`src/rtl/core/mbe_pkg.sv`:
```
package mbe_pkg;

    // fixed-point layout of c and z
    localparam int FRAC = 28;

    // register indexes on the configuration port
    localparam logic [2:0] REG_REAL_LEFT  = 3'd0;
    localparam logic [2:0] REG_IMAG_TOP   = 3'd1;
    localparam logic [2:0] REG_STEP_REAL  = 3'd2;
    localparam logic [2:0] REG_STEP_IMAG  = 3'd3;
    localparam logic [2:0] REG_ITER_LEVEL = 3'd4;
    localparam logic [2:0] REG_COLOR_MODE = 3'd5;

    // color modes
    localparam logic [1:0] MODE_RAMP  = 2'd0;
    localparam logic [1:0] MODE_BASE1 = 2'd1;
    localparam logic [1:0] MODE_BASE2 = 2'd2;

    // color constants
    localparam logic [31:0] COLOR_BASE1 = 32'h0070_2a42;
    localparam logic [31:0] COLOR_WHITE = 32'h00ff_ffff;

    // reset values of the registers
    localparam logic [31:0] RST_REAL_LEFT = 32'he000_0000;
    localparam logic [31:0] RST_IMAG_TOP  = 32'h1000_0000;
    localparam logic [27:0] RST_STEP_REAL = 28'd786432;
    localparam logic [27:0] RST_STEP_IMAG = 28'd524288;

    // one input word
    typedef struct packed {
        logic [9:0] pixel_col;
        logic [9:0] pixel_row;
    } pix_t;

    // one result word
    typedef struct packed {
        logic [11:0] escape_count;
        logic [31:0] pixel_color;
        logic        pixel_written;
    } res_t;

    // register file contents handed to the core
    typedef struct packed {
        logic signed [31:0] real_left;
        logic signed [31:0] imag_top;
        logic [27:0]        step_real;
        logic [27:0]        step_imag;
        logic [5:0]         iter_level;
        logic [1:0]         color_mode;
    } cfg_t;

endpackage

```
`src/rtl/core/mbe_cfg.sv`:
```
module mbe_cfg (
    input  logic          clk,
    input  logic          rst_n,
    input  logic          psel,
    input  logic          penable,
    input  logic          pwrite,
    input  logic [4:0]    paddr,
    input  logic [31:0]   pwdata,
    output logic [31:0]   prdata,
    output logic          pready,
    output mbe_pkg::cfg_t cfg
);
    import mbe_pkg::*;

    cfg_t        cfg_reg;
    logic        wr_en;
    logic [2:0]  idx;

    assign pready = 1'b1;
    assign wr_en  = psel && penable && pwrite;
    assign idx    = paddr[4:2];
    assign cfg    = cfg_reg;

    // register writes, access phase
    always_ff @(posedge clk or negedge rst_n)
    begin
        if (!rst_n)
        begin
            cfg_reg.real_left  <= RST_REAL_LEFT;
            cfg_reg.imag_top   <= RST_IMAG_TOP;
            cfg_reg.step_real  <= RST_STEP_REAL;
            cfg_reg.step_imag  <= RST_STEP_IMAG;
            cfg_reg.iter_level <= 6'd0;
            cfg_reg.color_mode <= MODE_RAMP;
        end
        else if (wr_en)
        begin
            unique case (idx)
                REG_REAL_LEFT:  cfg_reg.real_left  <= pwdata;
                REG_IMAG_TOP:   cfg_reg.imag_top   <= pwdata;
                REG_STEP_REAL:  cfg_reg.step_real  <= pwdata[27:0];
                REG_STEP_IMAG:  cfg_reg.step_imag  <= pwdata[27:0];
                REG_ITER_LEVEL: cfg_reg.iter_level <= pwdata[5:0];
                REG_COLOR_MODE: cfg_reg.color_mode <= pwdata[1:0];
                default: ;
            endcase
        end
    end

    // read mux
    always_comb
    begin
        unique case (idx)
            REG_REAL_LEFT:  prdata = cfg_reg.real_left;
            REG_IMAG_TOP:   prdata = cfg_reg.imag_top;
            REG_STEP_REAL:  prdata = {4'd0, cfg_reg.step_real};
            REG_STEP_IMAG:  prdata = {4'd0, cfg_reg.step_imag};
            REG_ITER_LEVEL: prdata = {26'd0, cfg_reg.iter_level};
            REG_COLOR_MODE: prdata = {30'd0, cfg_reg.color_mode};
            default:        prdata = 32'd0;
        endcase
    end

endmodule

```
`src/rtl/core/mandelbrot_escape_pixel_top.sv`:
```
// Escape-time engine: one pixel word at a time on a single shared 33x33 multiplier.
// Sequence: setup states (CRE, CIM, CIMW), then per iteration check with cross product,
// update, two squares and escape test, a final check at the limit, and the color
// states (CSQ, CMUL, OUT). A new word is taken only when the sequencer is idle;
// a stalled output holds the sequencer; out-of-image pixels go from idle to output.
// Reset (rst_n, async low) loads register defaults and idles the sequencer.
module mandelbrot_escape_pixel_top #(
    parameter int COLUMNS   = 1024,
    parameter int ROWS      = 1024,
    parameter int MAX_LEVEL = 40
) (
    input  logic          clk,
    input  logic          rst_n,
    input  logic          psel,
    input  logic          penable,
    input  logic          pwrite,
    input  logic [4:0]    paddr,
    input  logic [31:0]   pwdata,
    output logic [31:0]   prdata,
    output logic          pready,
    input  logic          pix_valid,
    output logic          pix_ready,
    input  mbe_pkg::pix_t pix,
    output logic          res_valid,
    input  logic          res_ready,
    output mbe_pkg::res_t res
);
    import mbe_pkg::*;

    localparam logic [3:0] ST_IDLE = 4'd0;
    localparam logic [3:0] ST_CRE  = 4'd1;
    localparam logic [3:0] ST_CIM  = 4'd2;
    localparam logic [3:0] ST_CIMW = 4'd3;
    localparam logic [3:0] ST_CHK  = 4'd4;
    localparam logic [3:0] ST_UPD  = 4'd5;
    localparam logic [3:0] ST_SQR  = 4'd6;
    localparam logic [3:0] ST_SQI  = 4'd7;
    localparam logic [3:0] ST_ESC  = 4'd8;
    localparam logic [3:0] ST_CSQ  = 4'd9;
    localparam logic [3:0] ST_CMUL = 4'd10;
    localparam logic [3:0] ST_OUT  = 4'd11;

    localparam logic signed [34:0] TWO_Q28  = 35'sd1 <<< (FRAC + 1);
    localparam logic signed [65:0] FOUR_Q56 = 66'sd1 <<< (2 * FRAC + 2);

    cfg_t cfg;

    mbe_cfg u_cfg (
        .clk     (clk),
        .rst_n   (rst_n),
        .psel    (psel),
        .penable (penable),
        .pwrite  (pwrite),
        .paddr   (paddr),
        .pwdata  (pwdata),
        .prdata  (prdata),
        .pready  (pready),
        .cfg     (cfg)
    );

    logic [3:0]         state_reg, state_next;
    logic [9:0]         col_reg, row_reg;
    logic               inside_reg;
    logic signed [31:0] cre_reg, cim_reg;
    logic signed [32:0] zre_reg, zim_reg;
    logic signed [65:0] sq_re_reg, sq_im_reg;
    logic signed [65:0] mul_reg;
    logic signed [32:0] mul_a, mul_b;
    logic [11:0]        count_reg;
    logic               res_valid_reg;
    res_t               res_reg;

    logic [5:0]         level_eff;
    logic [11:0]        limit;
    logic               pix_inside;
    logic signed [39:0] cre_sum, cim_sum;
    logic signed [65:0] diff;
    logic signed [34:0] nre, nim;
    logic               bound_esc;
    logic               sum_esc;
    logic               out_free;
    logic [31:0]        base_color;
    res_t               res_new;

    // saturate a 40-bit sum to signed 32 bits
    function automatic logic signed [31:0] sat32(input logic signed [39:0] v);
        logic signed [31:0] r;
        if (v > 40'sh00_7fff_ffff)
            r = 32'sh7fff_ffff;
        else if (v < -40'sh00_8000_0000)
            r = -32'sh8000_0000;
        else
            r = v[31:0];
        return r;
    endfunction

    // iteration limit
    assign level_eff = (int'(cfg.iter_level) > MAX_LEVEL) ? 6'(MAX_LEVEL) : cfg.iter_level;
    assign limit     = 12'd50 + 12'(level_eff) * 12'd50;

    assign pix_inside = ({3'd0, pix.pixel_col} < 13'(COLUMNS)) &&
                        ({3'd0, pix.pixel_row} < 13'(ROWS));

    assign pix_ready = (state_reg == ST_IDLE);
    assign out_free  = !res_valid_reg || res_ready;
    assign res_valid = res_valid_reg;
    assign res       = res_reg;

    // c from corner and step products
    assign cre_sum = 40'(cfg.real_left) + mul_reg[39:0];
    assign cim_sum = 40'(cfg.imag_top) - mul_reg[39:0];

    // z update: floor shifts, then add c
    assign diff = sq_re_reg - sq_im_reg;
    assign nre  = 35'(diff >>> FRAC) + 35'(cre_reg);
    assign nim  = 35'(mul_reg >>> (FRAC - 1)) + 35'(cim_reg);
    assign bound_esc = (nre > TWO_Q28) || (nre < -TWO_Q28) ||
                       (nim > TWO_Q28) || (nim < -TWO_Q28);
    assign sum_esc   = (sq_re_reg + mul_reg) > FOUR_Q56;

    // shared multiplier operand select
    always_comb
    begin
        mul_a = zre_reg;
        mul_b = zim_reg;
        unique case (state_reg)
            ST_CRE:
            begin
                mul_a = {5'd0, cfg.step_real};
                mul_b = {23'd0, col_reg};
            end
            ST_CIM:
            begin
                mul_a = {5'd0, cfg.step_imag};
                mul_b = {23'd0, row_reg};
            end
            ST_SQR:
            begin
                mul_a = zre_reg;
                mul_b = zre_reg;
            end
            ST_SQI:
            begin
                mul_a = zim_reg;
                mul_b = zim_reg;
            end
            ST_CSQ:
            begin
                mul_a = {21'd0, count_reg};
                mul_b = {21'd0, count_reg};
            end
            ST_CMUL:
            begin
                if (cfg.color_mode == MODE_RAMP)
                begin
                    mul_a = {21'd0, count_reg};
                    mul_b = 33'sd50;
                end
                else
                begin
                    mul_a = mul_reg[32:0];
                    mul_b = 33'sd300;
                end
            end
            default: ;
        endcase
    end

    // product register, held while the result waits for the output
    always_ff @(posedge clk)
    begin
        if (state_reg != ST_OUT)
            mul_reg <= mul_a * mul_b;
    end

    // result formatting
    assign base_color = (cfg.color_mode == MODE_BASE1) ? COLOR_BASE1 : COLOR_WHITE;

    always_comb
    begin
        res_new.escape_count  = count_reg;
        res_new.pixel_color   = 32'd0;
        res_new.pixel_written = 1'b0;
        if (inside_reg)
        begin
            case (cfg.color_mode) inside
                MODE_RAMP:
                begin
                    if (count_reg == limit)
                    begin
                        res_new.pixel_color   = COLOR_WHITE;
                        res_new.pixel_written = 1'b1;
                    end
                    else if (count_reg > 12'd15)
                    begin
                        res_new.pixel_color   = COLOR_WHITE + mul_reg[31:0];
                        res_new.pixel_written = 1'b1;
                    end
                end
                MODE_BASE1, MODE_BASE2:
                begin
                    res_new.pixel_color   = (count_reg == limit) ? base_color
                                                                 : base_color + mul_reg[31:0];
                    res_new.pixel_written = 1'b1;
                end
                default: ;
            endcase
        end
    end

    // sequencer
    always_comb
    begin
        state_next = state_reg;
        unique case (state_reg)
            ST_IDLE: if (pix_valid) state_next = pix_inside ? ST_CRE : ST_OUT;
            ST_CRE:  state_next = ST_CIM;
            ST_CIM:  state_next = ST_CIMW;
            ST_CIMW: state_next = ST_CHK;
            ST_CHK:  state_next = (count_reg == limit) ? ST_CSQ : ST_UPD;
            ST_UPD:  state_next = bound_esc ? ST_CSQ : ST_SQR;
            ST_SQR:  state_next = ST_SQI;
            ST_SQI:  state_next = ST_ESC;
            ST_ESC:  state_next = sum_esc ? ST_CSQ : ST_CHK;
            ST_CSQ:  state_next = ST_CMUL;
            ST_CMUL: state_next = ST_OUT;
            ST_OUT:  if (out_free) state_next = ST_IDLE;
            default: state_next = ST_IDLE;
        endcase
    end

    always_ff @(posedge clk or negedge rst_n)
    begin
        if (!rst_n)
        begin
            state_reg     <= ST_IDLE;
            res_valid_reg <= 1'b0;
        end
        else
        begin
            state_reg <= state_next;
            if (state_reg == ST_OUT && out_free)
                res_valid_reg <= 1'b1;
            else if (res_ready)
                res_valid_reg <= 1'b0;
        end
    end

    // datapath registers
    always_ff @(posedge clk)
    begin
        unique case (state_reg)
            ST_IDLE:
            begin
                if (pix_valid)
                begin
                    col_reg    <= pix.pixel_col;
                    row_reg    <= pix.pixel_row;
                    inside_reg <= pix_inside;
                    count_reg  <= 12'd0;
                end
            end
            ST_CIM:
            begin
                cre_reg <= sat32(cre_sum);
            end
            ST_CIMW:
            begin
                cim_reg   <= sat32(cim_sum);
                zre_reg   <= 33'sd0;
                zim_reg   <= 33'sd0;
                sq_re_reg <= 66'sd0;
                sq_im_reg <= 66'sd0;
            end
            ST_UPD:
            begin
                zre_reg <= nre[32:0];
                zim_reg <= nim[32:0];
            end
            ST_SQI:
            begin
                sq_re_reg <= mul_reg;
            end
            ST_ESC:
            begin
                sq_im_reg <= mul_reg;
                if (!sum_esc)
                    count_reg <= count_reg + 12'd1;
            end
            ST_OUT:
            begin
                if (out_free)
                    res_reg <= res_new;
            end
            default: ;
        endcase
    end

endmodule
```
`config.mk`:
```
export PLATFORM = sky130hd
export DESIGN_NAME = mandelbrot_escape_pixel_top
export DESIGN_NICKNAME = d
export VERILOG_FILES = /design/src/rtl/core/mbe_pkg.sv /design/src/rtl/core/mbe_cfg.sv /design/src/rtl/core/mandelbrot_escape_pixel_top.sv
export SDC_FILE = /design/constraint.sdc
export NUM_CORES = 2
export LEC_CHECK = 0
export ABC_AREA = 1
export BUFFER_PORTS_ARGS = -buffer_cell sky130_fd_sc_hd__buf_2
export CORE_UTILIZATION = 40
export DETAILED_ROUTE_END_ITERATION = 6
export GPL_TIMING_DRIVEN = 1
export SETUP_SLACK_MARGIN = 0.15
export SLEW_MARGIN = 20
export SYNTH_ARGS = -nofsm -noshare
export SYNTH_HDL_FRONTEND = slang
export SYNTH_SLANG_ARGS = --single-unit
```
`constraint.sdc`:
```
create_clock -name clk -period 12.34 [get_ports clk]
set_clock_uncertainty 0.2 [all_clocks]
set_input_delay 0.617 -clock clk [delete_from_list [all_inputs] [get_ports clk]]
set_output_delay 0.617 -clock clk [all_outputs]
set_load 0.01 [all_outputs]
```
# After elaboration in Yosys (flattened, before gate mapping)
# Cells that the tools add are included.
[totals]
wordCells = 123
output_inout_bits = 80
reg_bits = 535
[op_classes]
n_eq_ne = 23
order_cmp = 11
n_mux = 29
addsub = 10
mul = 2
reduce_logical = 27
[ops]
columns = ["operator", "n"]
rows = [
  ["$pmux 33 s5", 2],
  ["$pmux 32 s6", 1],
  ["$mux 33", 5],
  ["$pmux 33 s2", 2],
  ["$pmux 66 s2", 1],
  ["$pmux 63 s2", 1],
  ["$mux 32", 3],
  ["$gt 40x32->1 const B", 2],
  ["$lt 40x32->1 const B", 2],
  ["$add 35x32->35", 2],
  ["$gt 35x31->1 const B", 2],
  ["$lt 35x30->1 const B", 2],
  ["$add 66x66->66", 1],
  ["$gt 66x60->1 const B", 1],
  ["$mul 33x33->66", 1],
  ["$sub 63x63->63", 1],
  ["$pmux 4 s12", 1],
  ["$add 40x40->40", 1],
  ["$sub 40x40->40", 1],
  ["$add 24x32->32", 1],
  ["$add 24x32->32 const A", 1],
  ["$mux 12", 2],
  ["$mux 24", 1],
  ["$pmux 12 s2", 1],
  ["other kinds (31)", 64],
]

# Longest topological paths before layout
[logic_depth]
word_depth = 8
mapped_depth = 46

# Modules after synthesis
# Synthesis repeated with hierarchy kept, for this count alone.
[hier_totals]
cells_unflattened = 11225
area_unflattened_um2 = 84337.1
[modules_own_cells]
columns = ["mod", "instances", "area_per_inst_um2", "cells_per_inst"]
rows = [
  ["mandelbrot_escape_pixel_top", 1, 78402.7, 10489],
  ["mbe_cfg", 1, 5934.4, 736],
]

# Least setup slack after synthesis
# Ideal clock, no wire load.
[synth_path]
path_kind = "flip-flop to flip-flop"
from = "register state_reg[0]"
to = "register mul_reg[59] (data pin)"
t_arrival_ns = 8.433
setup_slack_ns = 3.442
required_time_ns = 11.875
path_stages_with_launch = 37
setup_ns = 0.265
path_cell_list = "dfrtp_1 > nor2_1 > inv_1 > nor2_1 > clkbuf_1 > buf_2 > nand2_1 > o211ai_1 > o21ai_2 > inv_1 > buf_2 > nand2_1 > fa_1 > fa_1 > fa_1 > inv_1 > fa_1 > inv_1 > fa_1 > inv_1 > fa_1 > fa_1 > inv_1 > fa_1 > inv_1 > ha_1 > nand2_1 > nor2_1 > nand2_1 > o311ai_0 > a21oi_1 > o21bai_1 > nand2_1 > nand2_1 > nand2_1 > o21ai_0 > xor2_1"
[synth_via]
elab_chain_len = 3
word_cells_on_any_way = 9
classes_between = "mul: 1; eq/ne: 6; mux: 2"
[synth_lines]
columns = ["element", "line", "text"]
rows = [
  ["start, declared", "mandelbrot_escape_pixel_top.sv:61", "logic [3:0] state_reg, state_next;"],
  ["start signal, assigned", "mandelbrot_escape_pixel_top.sv:241", "state_reg <= state_next;"],
  ["$eq 4x4->1, or another cell as far along", "mandelbrot_escape_pixel_top.sv:126", "unique case (state_reg)"],
  ["$pmux 33 s5", "mandelbrot_escape_pixel_top.sv:126", ""],
  ["$mul 33x33->66 (*)", "mandelbrot_escape_pixel_top.sv:173", "mul_reg <= mul_a * mul_b;"],
  ["end signal, assigned", "mandelbrot_escape_pixel_top.sv:173", ""],
  ["end, declared", "mandelbrot_escape_pixel_top.sv:67", "logic signed [65:0] mul_reg;"],
]
# Mark *: on every way between the ends. The rest lies on a longest branch, timed or not.
# A chain may end at the register's enable or synchronous reset.

# Worst setup path after layout
[layout_path]
from = "register u_cfg.cfg_reg (netlist bit u_cfg.cfg[1])"
to = "register mul_reg[55] (data pin)"
[layout_via]
elab_chain_len = 4
word_cells_on_any_way = 6
classes_between = "mul: 1; mux: 4; reduce/logical: 1"
[layout_lines]
columns = ["element", "line", "text"]
rows = [
  ["start, declared", "mbe_cfg.sv:15", "cfg_t cfg_reg;"],
  ["$logic_not 2->1 (*)", "mandelbrot_escape_pixel_top.sv:154", "if (cfg.color_mode == MODE_RAMP)"],
  ["$mux 33 or $mux 9 (tied branches)", "mandelbrot_escape_pixel_top.sv:154", ""],
  ["$pmux 33 s5", "mandelbrot_escape_pixel_top.sv:126", ""],
  ["$mul 33x33->66 (*)", "mandelbrot_escape_pixel_top.sv:173", ""],
]
# Marked as above.

==> results.yml <==
floorplanning:
  die_height_um: 457
  initial_core_util_pct: 40.3
  pin_count: 144
  die_w_um: 457
  core_area_mm2: 0.205
  die_area_mm2: 0.208
  num_rows: 166
timing:
  drv_slew: 0
  period_needed_ps: 11160
  relSlewSlack_pct: 21.9
  fmax_mhz: 89.6
  timing.hold.ws_ps: 38.1
  rsz0062_at_grt: "no"
  finalSetupViolations: 0
  hold_viol_final: 0
  period_share_pct: 90.5
  tightest_slew_ps: 1170
  finalSetupTns_ps: 0
detailed_routing:
  vias: 75300
  routed_via_density: 5.46
  avgRoutedWirePerCell_um: 24.3
  drtIter0Drc: 8123
  drc: 0
  wl_um: 335000
  antenna_left: 0
  first_pass_iters: 7
clocking:
  cts-hold-fix-buffers: 25
  clk_latency_ps: 680
  cts_tree: "yes"
  cts_sinks: 535
  cts-root-buf: "clkbuf_16"
  h-tree-depth: 2
  numCtsBuffers: 56
  cts.repair.resized: 0
  post_cts_buffers: 0
  clkSlewWorstSetupHoldPaths_ps: 70
  cts_max_path_buffers: 3
final_layout:
  fin_nets: 12800
  areaGrowthSynthToFinish_pct: 8.36
  largest_reg_flops: 128
  final_area_mm2: 0.0896
  drive_above_1_share_pct: 4.84
  final_cell_mix: "nand2_1, inv_1, nor2_1"
  mostFrequentLayoutCell: "nand2_1"
worst_setup_path:
  cp.required_ps: 12540
  critPathCaptureType: "register"
  ff2ff_setup_slack_ps: 1180
  slowest_stage: "o311ai_0"
  r2r_end: "mul_reg[55]"
  cpPeakStageDelay_ps: 670
  crit_top_cell: "inv_1"
  cp-start-kind: "register"
  crit_type: "register to register"
  critPathArrivalTime_ps: 11370
  critical_path.max_fanout: 25
  worstRegToRegCells: 39
  rr_startpoint: "u_cfg.cfg[1]"
synthesis:
  synth_cell_types: 63
  ys_warn_count: 0
  syn_avg_cell_area_um2: 7.57
  synth_edf_count: 402
  synth.top_cell.area_share_pct: 27.9
  synthCells: 10900
  synthTopCellsByArea: "fa_1, edfxtp_1, nand2_1"
  synth_top_cell_by_area: "fa_1"
  synthArstFlopShare_pct: 24.9
  netlist_area_mm2: 0.0826
  syn_nets: 12700
  ys.flop_type: "edfxtp_1"
  yosysSeqAreaShare_pct: 18.6
  synth-seq-cells: 535
placement:
  routabilityCongestion: 1.03
  dp_hpwl_um: 279000
  port_buffers: 140
  placed_area_mm2: 0.0873
grt:
  antenna_found_initial: 21
  grt_pass1_vias: 75500
  grt_first_pass_wirelength_um: 490000
  grt_max_degree: 80
  gr-total-overflow: 0
  grt.total_usage_pct: 31.9
min_path:
  hold_end: "u_cfg.cfg[92]"
  hold_class: "input pin to register"
  hold_start: "pwdata[28]"
  min_path_cells: 3
run:
  drv_cap: 0
run_status:
  status: "completed"
cells in the mapped netlist, types with 5 or more instances:
master	number
a211oi_1	8
a21boi_0	11
a21o_1	23
a21oi_1	432
a221oi_1	41
a22o_1	10
a22oi_1	32
a31oi_1	57
and2_1	7
and3_1	10
buf_1	9
buf_2	28
buf_4	7
clkbuf_1	229
clkinv_1	32
dfrtp_1	126
dfstp_2	7
edfxtp_1	402
fa_1	1151
ha_1	531
inv_1	2326
inv_2	10
nand2_1	2640
nand3_1	318
nand3b_1	17
nand4_1	80
nor2_1	1373
nor2_2	8
nor3_1	96
nor3b_1	7
nor4_1	19
o2111ai_1	19
o211ai_1	34
o21a_1	19
o21ai_0	394
o21ai_1	11
o21ai_2	13
o21bai_1	34
o221ai_1	7
o22ai_1	22
o22ai_2	5
o31ai_1	9
xnor2_1	102
xor2_1	172
how the worst max path moves through the flow:
stage                  from          end  slack [ps]  cells past startpoint
5_1_grt        u_cfg.cfg[0]  mul_reg[55]         810                     39
4_1_cts        u_cfg.cfg[0]  mul_reg[59]        1480                     38
3_3_place_gp   u_cfg.cfg[1]  mul_reg[59]        1570                     39
3_5_place_dp   u_cfg.cfg[1]  mul_reg[59]        1550                     38
6_report       u_cfg.cfg[1]  mul_reg[55]        1180                     39
2_1_floorplan  state_reg[0]  mul_reg[59]        3440                     36
metal layers:
layer,up-vias,part of all wire [%],GRT usage (%)
met1,37100,41,42.8
met5,-,0.010,0
met3,730,10,7.37
li1,33800,-,-
met4,4,5.7,15.1
met2,3688,43,48.7
cells by family (layout without fill, tap and decap cells):
| kind of cell | after synthesis | after routing | synth area share (%) |
|---|---|---|---|
| and+or+nand+nor | 4587 | 4587 | 22.0 |
| buffers and inverters | 2645 | 2835 | 12.1 |
| adders and majority gates | 1682 | 1682 | 35.9 |
| AOI/OAI and AO/OA | 1191 | 1191 | 8.36 |
| DFF | 535 | 535 | 18.6 |
| xor gates and xnor gates | 276 | 276 | 2.95 |
| other | 1 | 6 | 0.00454 |
area by class of cell:
class | count | area [µm²]
Inverter | 2368 | 8890
Clock inverter | 38 | 438
Clock buffer | 65 | 1490
Sequential cell | 535 | 15400
Timing Repair Buffer | 364 | 2490
Tap cell | 2688 | 3360
Antenna cell | 5 | 12.5
Fill cell | 20800 | 115000
Multi-Input combinational cell | 7737 | 57500
per-stage QoR:
stage	setup slack [ps]	utilization, %	std cells
6_report	1180	43.7	13800
5_1_grt	808	43.7	13800
4_1_cts	1480	43.7	13800
3_5_place_dp	1550	42.6	13700
3_3_place_gp	1570	42.6	13700
2_1_floorplan	3440	-	10900
worst max-delay path: cells and delay by family, from the launching register on:
family	cells	cell delay, ps
XOR/XNOR	1	60
AO/OA/AOI/OAI	5	2100
AND/OR/NAND/NOR	9	960
adder cells (fa/ha/maj)	10	4630
flip-flops	1	360
buffers and inverters	14	2560
Power is not shown: default switching activity piles up to over one toggle a cycle in this logic, so the estimate is an artifact.
